===== config.mk =====
export PLATFORM = sky130hd
export DESIGN_NAME = complementary_tilt_filter
export DESIGN_NICKNAME = d
export VERILOG_FILES = /design/src/sv/ctf_pkg.sv /design/src/sv/complementary_tilt_filter.sv
export SDC_FILE = /design/constraint.sdc
export NUM_CORES = 2
export LEC_CHECK = 0
export ABC_AREA = 1
export BUFFER_PORTS_ARGS = -buffer_cell sky130_fd_sc_hd__buf_2
export CAP_MARGIN = 5
export CORE_UTILIZATION = 29
export CTS_CLUSTER_DIAMETER = 100
export DETAILED_ROUTE_END_ITERATION = 7
export HOLD_SLACK_MARGIN = 0.1
export PLACE_DENSITY = 0.49
export SYNTH_ARGS = -nofsm -noshare
export SYNTH_HDL_FRONTEND = slang
export SYNTH_SLANG_ARGS = --single-unit

===== constraint.sdc =====
create_clock -name clk -period 13.7 [get_ports clk]
set_clock_uncertainty 0.15 [all_clocks]
set_input_delay 4.11 -clock clk [delete_from_list [all_inputs] [get_ports clk]]
set_output_delay 4.11 -clock clk [all_outputs]
set_load 0.02 [all_outputs]

===== src/sv/ctf_pkg.sv =====
package ctf_pkg;

	localparam int TableLen = 24;
	localparam int AngW = 32;
	// cordic working width: 16-bit input scaled by 256, growth below 2x
	localparam int CordW = 27;
	localparam int ZW = 26;

	typedef enum logic [4:0] {
		ST_IDLE  = 5'b00001,
		ST_GYRO  = 5'b00010,
		ST_CORD  = 5'b00100,
		ST_BLEND = 5'b01000,
		ST_OUT   = 5'b10000
	} state_t;

	localparam logic [1:0] REG_GAIN = 2'd0;
	localparam logic [1:0] REG_WEIGHT = 2'd1;
	localparam logic [1:0] REG_LOW = 2'd2;
	localparam logic [1:0] REG_HIGH = 2'd3;

	function automatic logic [ZW-1:0] atan_tab(input logic [4:0] i);
		logic [ZW-1:0] r;
		case (i)
			5'd0: r = 26'd2949120;
			5'd1: r = 26'd1740967;
			5'd2: r = 26'd919879;
			5'd3: r = 26'd466945;
			5'd4: r = 26'd234379;
			5'd5: r = 26'd117304;
			5'd6: r = 26'd58666;
			5'd7: r = 26'd29335;
			5'd8: r = 26'd14668;
			5'd9: r = 26'd7334;
			5'd10: r = 26'd3667;
			5'd11: r = 26'd1833;
			5'd12: r = 26'd917;
			5'd13: r = 26'd458;
			5'd14: r = 26'd229;
			5'd15: r = 26'd115;
			5'd16: r = 26'd57;
			5'd17: r = 26'd29;
			5'd18: r = 26'd14;
			5'd19: r = 26'd7;
			5'd20: r = 26'd4;
			5'd21: r = 26'd2;
			5'd22: r = 26'd1;
			default: r = '0;
		endcase
		return r;
	endfunction

	function automatic logic signed [AngW-1:0] sat32(input logic signed [63:0] v);
		logic signed [AngW-1:0] r;
		if (v > 64'sd2147483647) r = 32'sh7fffffff;
		else if (v < -64'sd2147483648) r = 32'sh80000000;
		else r = v[AngW-1:0];
		return r;
	endfunction

endpackage


===== src/sv/complementary_tilt_filter.sv =====
// one item at a time: a gyro step always, then cordic and blend steps only when the correction applies;
// next item taken in the cycle after the result leaves
// pitch and roll cordic lanes run side by side, one step per cycle each
// gyro and angle*weight products built one multiplier bit per cycle into an accumulator
// arst_n clears angles to zero and loads register reset values
module complementary_tilt_filter #(
	parameter int ATAN_ITERATIONS = 16
) (
	input  logic        clk,
	input  logic        arst_n,
	input  logic        in_valid,
	output logic        in_stall,
	input  logic signed [15:0] accel_x,
	input  logic signed [15:0] accel_y,
	input  logic signed [15:0] accel_z,
	input  logic signed [15:0] rate_x,
	input  logic signed [15:0] rate_y,
	output logic        out_valid,
	input  logic        out_stall,
	output logic signed [31:0] pitch_angle,
	output logic signed [31:0] roll_angle,
	output logic        corrected,
	input  logic        cfg_we,
	input  logic [1:0]  cfg_index,
	input  logic [23:0] cfg_data
);
	localparam int NIter = (ATAN_ITERATIONS > ctf_pkg::TableLen) ? ctf_pkg::TableLen
		: ATAN_ITERATIONS;
	localparam int CW = ctf_pkg::CordW;
	localparam int ZW = ctf_pkg::ZW;

	ctf_pkg::state_t state_q;
	logic [5:0] cnt_q;

	// configuration registers
	logic [23:0] gain_q;
	logic [16:0] weight_q, low_q, high_q;

	// stored angles
	logic signed [31:0] pitch_q, roll_q;

	// sample registers
	logic signed [15:0] ax_q, ay_q, az_q, gx_q, gy_q;
	logic apply_q;

	// serial multiplier: multiplier bits shift out lsb first, two lanes in parallel
	logic [23:0] msr_q;                 // gain bits for gyro step
	logic signed [48:0] pacc_q, racc_q; // lane accumulators

	// cordic state for both lanes (pitch uses ay/az, roll uses ax/az)
	logic signed [CW-1:0] px_q, py_q, rx_q, ry_q;
	logic signed [ZW-1:0] pz_q, rz_q;

	logic [16:0] wsr_q; // weight bits for blend

	logic [17:0] mag;
	logic [16:0] wsat;
	logic signed [17:0] wacc;

	always_comb begin
		mag = 18'(ax_q[15] ? -{{2{ax_q[15]}}, ax_q} : {2'b0, ax_q})
			+ 18'(ay_q[15] ? -{{2{ay_q[15]}}, ay_q} : {2'b0, ay_q})
			+ 18'(az_q[15] ? -{{2{az_q[15]}}, az_q} : {2'b0, az_q});
		wsat = (weight_q > 17'd65536) ? 17'd65536 : weight_q;
		wacc = 18'sd65536 - $signed({1'b0, wsat});
	end

	assign in_stall = (state_q != ctf_pkg::ST_IDLE);
	assign out_valid = (state_q == ctf_pkg::ST_OUT);
	assign pitch_angle = pitch_q;
	assign roll_angle = roll_q;
	assign corrected = apply_q;

	// one cordic step of a lane
	function automatic logic signed [CW+CW+ZW-1:0] rot(
		input logic signed [CW-1:0] x, input logic signed [CW-1:0] y,
		input logic signed [ZW-1:0] z, input logic [4:0] i);
		logic signed [CW-1:0] xs, ys, xn, yn;
		logic signed [ZW-1:0] zn;
		xs = x >>> i;
		ys = y >>> i;
		if (!y[CW-1]) begin
			xn = x + ys; yn = y - xs; zn = z + $signed(ctf_pkg::atan_tab(i));
		end else begin
			xn = x - ys; yn = y + xs; zn = z - $signed(ctf_pkg::atan_tab(i));
		end
		return {xn, yn, zn};
	endfunction

	// pre-rotation of a lane
	function automatic logic signed [CW+CW+ZW-1:0] pre(
		input logic signed [15:0] y16, input logic signed [15:0] x16);
		logic signed [CW-1:0] x, y;
		logic signed [ZW-1:0] z;
		x = CW'(x16) <<< 8;
		y = CW'(y16) <<< 8;
		z = '0;
		if (x16[15]) begin
			if (!y16[15]) begin
				z = 26'sd5898240; y = -x; x = CW'(y16) <<< 8;
			end else begin
				z = -26'sd5898240; y = x; x = -(CW'(y16) <<< 8);
			end
		end
		return {x, y, z};
	endfunction

	logic signed [CW+CW+ZW-1:0] prot, rrot, ppre, rpre;
	always_comb begin
		prot = rot(px_q, py_q, pz_q, cnt_q[4:0]);
		rrot = rot(rx_q, ry_q, rz_q, cnt_q[4:0]);
		ppre = pre(ay_q, az_q);
		rpre = pre(ax_q, az_q);
	end

	always_ff @(posedge clk or negedge arst_n) begin
		if (!arst_n) begin
			state_q <= ctf_pkg::ST_IDLE;
			cnt_q <= '0;
			gain_q <= 24'd655360;
			weight_q <= 17'd64225;
			low_q <= 17'd8192;
			high_q <= 17'd32768;
			pitch_q <= '0;
			roll_q <= '0;
			apply_q <= 1'b0;
		end else begin
			if (cfg_we) begin
				case (cfg_index)
					ctf_pkg::REG_GAIN: gain_q <= cfg_data;
					ctf_pkg::REG_WEIGHT: weight_q <= cfg_data[16:0];
					ctf_pkg::REG_LOW: low_q <= cfg_data[16:0];
					ctf_pkg::REG_HIGH: high_q <= cfg_data[16:0];
					default: ;
				endcase
			end
			case (state_q)
				ctf_pkg::ST_IDLE: begin
					if (in_valid) begin
						state_q <= ctf_pkg::ST_GYRO;
						cnt_q <= '0;
					end
				end
				ctf_pkg::ST_GYRO: begin
					// 24 serial steps of rate * gain, then add into pitch and subtract from roll
					if (cnt_q == 6'd24) begin
						pitch_q <= ctf_pkg::sat32(64'(pitch_q) + 64'(pacc_q >>> 16));
						roll_q <= ctf_pkg::sat32(64'(roll_q) - 64'(racc_q >>> 16));
						apply_q <= ({1'b0, low_q} < mag) && (mag < {1'b0, high_q});
						cnt_q <= '0;
						if (({1'b0, low_q} < mag) && (mag < {1'b0, high_q}))
							state_q <= ctf_pkg::ST_CORD;
						else
							state_q <= ctf_pkg::ST_OUT;
					end else begin
						cnt_q <= cnt_q + 6'd1;
					end
				end
				ctf_pkg::ST_CORD: begin
					if (cnt_q == 6'(NIter)) begin
						cnt_q <= '0;
						state_q <= ctf_pkg::ST_BLEND;
					end else begin
						cnt_q <= cnt_q + 6'd1;
					end
				end
				ctf_pkg::ST_BLEND: begin
					if (cnt_q == 6'd17) begin
						pitch_q <= ctf_pkg::sat32(64'(pacc_q >>> 16));
						roll_q <= ctf_pkg::sat32(64'(racc_q >>> 16));
						state_q <= ctf_pkg::ST_OUT;
					end else begin
						cnt_q <= cnt_q + 6'd1;
					end
				end
				ctf_pkg::ST_OUT: begin
					if (!out_stall) state_q <= ctf_pkg::ST_IDLE;
				end
				default: state_q <= ctf_pkg::ST_IDLE;
			endcase
		end
	end

	// datapath: no reset needed
	always_ff @(posedge clk) begin
		case (state_q)
			ctf_pkg::ST_IDLE: begin
				if (in_valid) begin
					ax_q <= accel_x; ay_q <= accel_y; az_q <= accel_z;
					gx_q <= rate_x; gy_q <= rate_y;
					msr_q <= gain_q;
					pacc_q <= '0;
					racc_q <= '0;
				end
			end
			ctf_pkg::ST_GYRO: begin
				if (cnt_q != 6'd24) begin
					// add rate << bit position when gain bit set
					if (msr_q[0]) begin
						pacc_q <= pacc_q + (49'(gx_q) <<< cnt_q[4:0]);
						racc_q <= racc_q + (49'(gy_q) <<< cnt_q[4:0]);
					end
					msr_q <= msr_q >> 1;
				end else begin
					{px_q, py_q, pz_q} <= ppre;
					{rx_q, ry_q, rz_q} <= rpre;
				end
			end
			ctf_pkg::ST_CORD: begin
				if (cnt_q != 6'(NIter)) begin
					{px_q, py_q, pz_q} <= prot;
					{rx_q, ry_q, rz_q} <= rrot;
				end else begin
					// zero inputs give zero angle
					if (ay_q == 16'sd0 && az_q == 16'sd0) pz_q <= '0;
					if (ax_q == 16'sd0 && az_q == 16'sd0) rz_q <= '0;
					wsr_q <= wsat;
					// seed with acc * (65536 - w), a narrow product
					pacc_q <= 49'(((az_q == 16'sd0 && ay_q == 16'sd0) ? 26'sd0 : pz_q) * wacc);
					racc_q <= 49'(((az_q == 16'sd0 && ax_q == 16'sd0) ? 26'sd0 : rz_q) * wacc);
				end
			end
			ctf_pkg::ST_BLEND: begin
				// serial angle * w, one weight bit per cycle
				if (cnt_q != 6'd17) begin
					if (wsr_q[0]) begin
						pacc_q <= pacc_q + (49'(pitch_q) <<< cnt_q[4:0]);
						racc_q <= racc_q + (49'(roll_q) <<< cnt_q[4:0]);
					end
					wsr_q <= wsr_q >> 1;
				end
			end
			default: ;
		endcase
	end

`ifndef SYNTH
	a_stall_busy: assert property (@(posedge clk) disable iff (!arst_n)
		out_valid |-> in_stall) else $error("input taken while result pending");
	a_hold: assert property (@(posedge clk) disable iff (!arst_n)
		out_valid && out_stall |=> out_valid && $stable(pitch_angle))
		else $error("result changed while stalled");
	a_accept: assert property (@(posedge clk) disable iff (!arst_n)
		in_valid && !in_stall |=> state_q == ctf_pkg::ST_GYRO)
		else $error("accepted item not started");
`endif

endmodule


# Word-level counts from Yosys, hierarchy flattened
# Memory sizes are Yosys's and may differ from the RTL's.
# Index checks and enable logic that the tools add are counted.
[word_totals] reg_bits=530 romBits=2816 n_memories=4 in_bits=111 word_cells=227
[classes] n_eq_ne=30 shifts=8 n_mul=2 reduce_logical=27 mux=93 addsub=28 magnitude_cmp=11
[memory_table] memory="(name not given)" words=32 width=22 rd=1 rd_clocked_by_memory_dff=0 wr=0 line="ctf_pkg.sv:24" text="case (i)"
[memory_table] memory="(name not given)" words=32 width=22 rd=1 rd_clocked_by_memory_dff=0 wr=0 line="ctf_pkg.sv:24"
[memory_table] memory="(name not given)" words=32 width=22 rd=1 rd_clocked_by_memory_dff=0 wr=0 line="ctf_pkg.sv:24"
[memory_table] memory="(name not given)" words=32 width=22 rd=1 rd_clocked_by_memory_dff=0 wr=0 line="ctf_pkg.sv:24"
[op_table] operator="49-bit 2-to-1 mux" count=13
[op_table] operator="27-bit 2-to-1 mux" count=20
[op_table] operator="26-bit 2-to-1 mux" count=16
[op_table] operator="49-bit case mux with 4 select lines" count=2
[op_table] operator="32-bit 2-to-1 mux" count=12
[op_table] operator="27-bit case mux with 2 select lines" count=4
[op_table] operator="49-bit adder" count=4
[op_table] operator="32-bit case mux with 2 select lines" count=2
[op_table] operator="27-bit adder" count=4
[op_table] operator="27-bit by 5-bit >>> shifter with 27-bit output" count=4
[op_table] operator="27-bit subtractor" count=4
[op_table] operator="26-bit case mux with 2 select lines" count=2
[op_table] operator="49-bit by 18-bit multiplier with 49-bit output" count=2
[op_table] operator="16-bit by 5-bit <<< shifter with 49-bit output" count=2
[op_table] operator="32-bit by 5-bit <<< shifter with 49-bit output" count=2
[op_table] operator="24-bit negation with 27-bit output" count=3
[op_table] operator="34-bit by 32-bit greater-than comparator with 1-bit output, second input constant" count=2
[op_table] operator="34-bit by 32-bit less-than comparator with 1-bit output, second input constant" count=2
[op_table] operator="33-bit by 32-bit greater-than comparator with 1-bit output, second input constant" count=2
[op_table] operator="33-bit by 32-bit less-than comparator with 1-bit output, second input constant" count=2
[op_table] operator="18-bit 2-to-1 mux" count=3
[op_table] operator="18-bit negation" count=3
[op_table] operator="26-bit adder" count=2
[op_table] operator="26-bit subtractor" count=2
[op_table] operator="other kinds (37)" count=85

# Depth between registers and ports, before layout
[depth] word_depth=9 depth_mapped=45 mapped_depth_nobuf=42

# Least setup slack after synthesis
# Ideal clock, no wire load.
[synth_timing] kind="in2reg" start="in in_valid" end="reg pacc_q[0], enable pin" arrival_ps=10947 path_slack_ps=1928 stages=4 path_cell_list="nor2_1 inv_1 nand3_1 nor3_1"
[synth_between] elab_chain_cells=2
[synth_rtl] item="from (decl)" line="complementary_tilt_filter.sv:11" text="input logic in_valid,"
[synth_rtl] item="2-bit != test (no source line)"
[synth_rtl] item="7-bit AND reduction (no source line)"
[synth_rtl] item="to (signal assigned)" line="complementary_tilt_filter.sv:200" text="pacc_q <= pacc_q + (49'(gx_q) <<< cnt_q[4:0]);"
[synth_rtl] item="to (signal assigned)" line="complementary_tilt_filter.sv:219" text="pacc_q <= 49'(((az_q == 16'sd0 && ay_q == 16'sd0) ? 26'sd0 : pz_q) * wacc);"
[synth_rtl] item="to (signal assigned)" line="complementary_tilt_filter.sv:227" text="pacc_q <= pacc_q + (49'(pitch_q) <<< cnt_q[4:0]);"
[synth_rtl] item="to (decl)" line="complementary_tilt_filter.sv:48" text="logic signed [48:0] pacc_q, racc_q;"
# Every way passes these cells.
# A chain may end at the register's enable or synchronous reset.

# Worst setup path in the final report
[layout_timing] start="reg weight_q[5]" end="reg pacc_q[37], data pin"
[layout_between] elab_chain_cells=6
[layout_rtl] item="from (decl)" line="complementary_tilt_filter.sv:37" text="logic [16:0] weight_q, low_q, high_q;"
[layout_rtl] item="from (signal assigned)" line="complementary_tilt_filter.sv:131" text="ctf_pkg::REG_WEIGHT: weight_q <= cfg_data[16:0];"
[layout_rtl] item="17-bit greater-than comparator" line="complementary_tilt_filter.sv:64" text="wsat = (weight_q > 17'd65536) ? 17'd65536 : weight_q;"
[layout_rtl] item="17-bit 2-to-1 mux (*)" line="complementary_tilt_filter.sv:64"
[layout_rtl] item="17-bit by 17-bit subtractor with 18-bit output (*)" line="complementary_tilt_filter.sv:65" text="wacc = 18'sd65536 - $signed({1'b0, wsat});"
[layout_rtl] item="49-bit by 18-bit multiplier with 49-bit output (*)" line="complementary_tilt_filter.sv:219"
[layout_rtl] item="49-bit 2-to-1 mux (*)" line="complementary_tilt_filter.sv:210" text="if (cnt_q != 6'(NIter)) begin"
[layout_rtl] item="49-bit case mux with 4 select lines (*)" line="complementary_tilt_filter.sv:186" text="case (state_q)"
# Every way passes the cells marked *; elsewhere a longest branch is shown, timed or not. The select of a mux whose other input is x is not followed.

==> summary.md <==
| Metric | Value |
|---|---|
| Hold violation count in the final report | 0 |
| Starting density of the core | 0.2915 |
| Number of hold-repair buffers added at the cts stage | 0 |
| Yosys warning total | 0 |
| Mapped Area | 0.08996 mm^2 |
| Vias per inst | between 5 and 6 |
| Share of synthesized area occupied by flip-flops and latches | 0.1687 |
| Input/output buffers | between 150 and 200 |
| Worst EP arrival | just over 10 ns |
| Gate count of the mapped netlist | between 10000 and 15000 |
| Total overflow reported by the global router | 0 |
| Crit path buffers/inverters | 5 |
| Most area-hungry cell type in the Yosys netlist | fa_1 |
| Worst hold path depth | 2 |
| Nets@finish | approximately 14000 |
| Number of buffers created by CTS | 72 |
| Post-synthesis async set-or-reset flop share | 0.2849 |
| TritonCTS clock tree | done |
| First-pass DRT Iterations | 8 |
| Number of distinct library cells after synthesis | 73 |
| Family with the most delay on the worst path | adder cells |
| CTS root buffer | clkbuf_16 |
| Die Outline Area | between 0.3 and 0.4 mm^2 |
| Average wire per standard cell | approximately 20 um |
| CP Data Required Time | approximately 14 ns |
| CTS max path bufs | 3 |
| Share of the core filled with cells in the final layout | 0.3164 |
| Slowest cell on the critical path | nand2_2 |
| Total DRC errors in the routed layout | 0 |
| Endpoint type of the worst setup path | flip-flop |
| Worst setup slack before clock tree synthesis | around 3.7 ns |
| Top-count cell post-synth | nand2_1 |
| Category of the critical setup timing path | flip-flop to flip-flop |
| Reg-to-reg startpoint | weight_q[5] |
| Total Routed Length | about 340000 um |
| Most frequent CP cell | nand2_1 |
| Startpoint type of the worst setup path | flip-flop |
| End point of the most critical hold path | gain_q[16] |
| Maximum number of pins on one net before global-route repair | 97 |
| Ports | between 150 and 200 |
| Share of post-route cells with drive strength above 1 | 0.05006 |
| Register-to-register path setup slack | around 3.6 ns |
| Htree depth | 3 |
| Drt initial violations | 6878 |
| Number of cell instances on the worst register-to-register path | 35 |
| Overall die width | around 560 um |
| Remaining max-slew budget at the tightest pin | 0.1501 |
| Run status | completed |
| Fmax | approximately 99 MHz |
| Maximum cell stage delay along the critical path | between 0.6 and 0.7 ns |
| Worst hold-check path type | flip-flop to flip-flop |
| Global-route total usage across every layer | 0.2158 |
| Number of cells in the finished layout apart from fillers | approximately 17000 |
| RSZ-0062 raised after global routing | no |
| Max-slew violation count | 0 |
| Number of fill cells | approximately 34000 |
| Worst setup startpoint | weight_q[5] |
| Launch point of the worst hold path | gain_q[16] |
| Via count | ~85000 |
| Number of endpoints failing setup at the final stage | 0 |
| Time the final worst path needs with I/O delays and setup | 10.08 ns |
| Number of global-route vias before repair | around 84000 |
| Worst Tran Pin Value | ~1.3 ns |
| GPL Wtd Cong | approximately 0.96 |
| Layout-stage area growth over the synthesis result | 8.522% |
| Final HPWL DP | about 280000 um |
| Leading post-synthesis cells by instance count | 2781 x nand2_1, 1966 x inv_1, 1443 x nor2_1 |
| Max-cap check violation count | 0 |
| Avg Inst Size Synth | a little over 7 um^2 |
| Number of nets with antenna violations after routing | 0 |
| Core area | 0.3086 mm^2 |
| Number of antenna violations at the first check in global routing | 10 |
| Post-route worst setup slack | 3.619 ns |
| End of the worst register-to-register path | pacc_q[37] |
| Clock transition at path regs | roughly 0.060 ns |
| Ratio of final minimum period to clock period | 0.7358 |
| Number of flip-flops and latches in the synthesized netlist | 530 |
| Crit Path Max Fanout | 31 |
| Setup total negative slack | 0 ns |
| Top FF cell, synth | edfxtp_1 |
| Placed insts | about 17000 |
| Clock insertion delay at the later pin of the skew report | between 0.7 and 0.8 ns |
| Post-cts gate resize count | 0 |
| Share of the synthesized area in the top cell type | 0.2163 |
| First-pass GRT wire length | 522200 um |
| Number of flops mapped to enable cells by yosys | around 380 |
| Number of rows in the core area | 204 |
| Post-CTS setup buffer count | 0 |
| Cell types occupying the most area after synthesis | fa_1 22%, edfxtp_1 13%, nand2_1 12%, ha_1 8.5%, inv_1 8.2% |
| Total clock sinks | 530 |
| Die Span Y | approximately 560 um |
-- stage by stage --
step | area, um^2 | hold WS (ns)
global route | 97630 | 0.3473
global placement | 95080 | 0.3162
floorplan | 90160 | 0.2979
finish | 97630 | 0.3333
CTS | 97620 | 0.3383
detailed placement | 95100 | 0.3230
-- flip-flops by register name, summed over array words and instances (netlist names), 27 cells and up --
register	cells
pitch_angle	32
racc_q	49
rx_q	27
roll_angle	32
px_q	27
ry_q	27
py_q	27
pacc_q	49
-- cell families (layout without fill, tap and decap cells) --
logic type                 count (synthesis)  count (layout)  share of synthesized area
and+or+nand+nor                         5494            5494                     0.2518
buffers and inverters                   2460            2415                     0.1068
AOI/OAI and AO/OA                       2288            2288                     0.1391
adders and majority gates               1583            1583                     0.3013
DFF                                      530             530                     0.1687
xor gates and xnor gates                 269             269                    0.02619
muxes                                     53              53                   0.005981
other                                      2              55                 0.00008348
-- final cells by class --
| class | count | area (um^2) | share of cell area |
|---|---|---|---|
| Tap cell | 4120 | 5155 | 0.05280 |
| Inverter | 1997 | 7523 | 0.07706 |
| Timing Repair Buffer | 284 | 1718 | 0.01760 |
| Clock buffer | 93 | 1951 | 0.01998 |
| Clock inverter | 41 | 569.3 | 0.005831 |
| Sequential cell | 530 | 15200 | 0.1557 |
| Antenna cell | 1 | 2.502 | 0.00002563 |
| Multi-Input combinational cell | 9741 | 65510 | 0.6710 |
-- how the worst max path moves through the flow --
stage	to	slack [ns]	cells after the start
finish	pacc_q[37]	3.62	35
global route	pacc_q[44]	2.90	32
CTS	pacc_q[47]	3.66	32
detailed placement	pacc_q[47]	3.68	32
global placement	pacc_q[47]	3.22	31
floorplan	pacc_q[0]	1.93	4
-- metal layers --
metal	global-route usage	up-vias	wire length (um)
li1	-	40702	-
met4	0.05832	2	9503
met3	0.02386	359	19490
met1	0.3099	41172	163700
met5	0	-	13
met2	0.3412	2373	150600
-- worst reg2reg max path: cells and delay by family, from the launching register on --
| kind | cells | cell delay [ns] |
|---|---|---|
| AOI/OAI and AO/OA | 4 | 1.05 |
| and+or+nand+nor | 18 | 3.67 |
| adders and majority gates | 8 | 3.73 |
| buffers and inverters | 5 | 0.72 |
| DFF | 1 | 0.53 |
-- placed cells by master, fill, tap and decap left out, drive strengths merged, types with 79 or more instances in the layout --
master and instances:
or2 110, inv 1992, a21oi 850, dfrtp 136, buf 283, o21ai 1022
fa 972, clkbuf 94, nand3 887, xnor2 103, edfxtp 379, nand4 84
nand2 2807, xor2 166, ha 611, nor2 1453, nor3 79
Power is left out: the tool's default activity adds up to more than one toggle a clock period on the data nets, which glitch-free logic cannot reach.
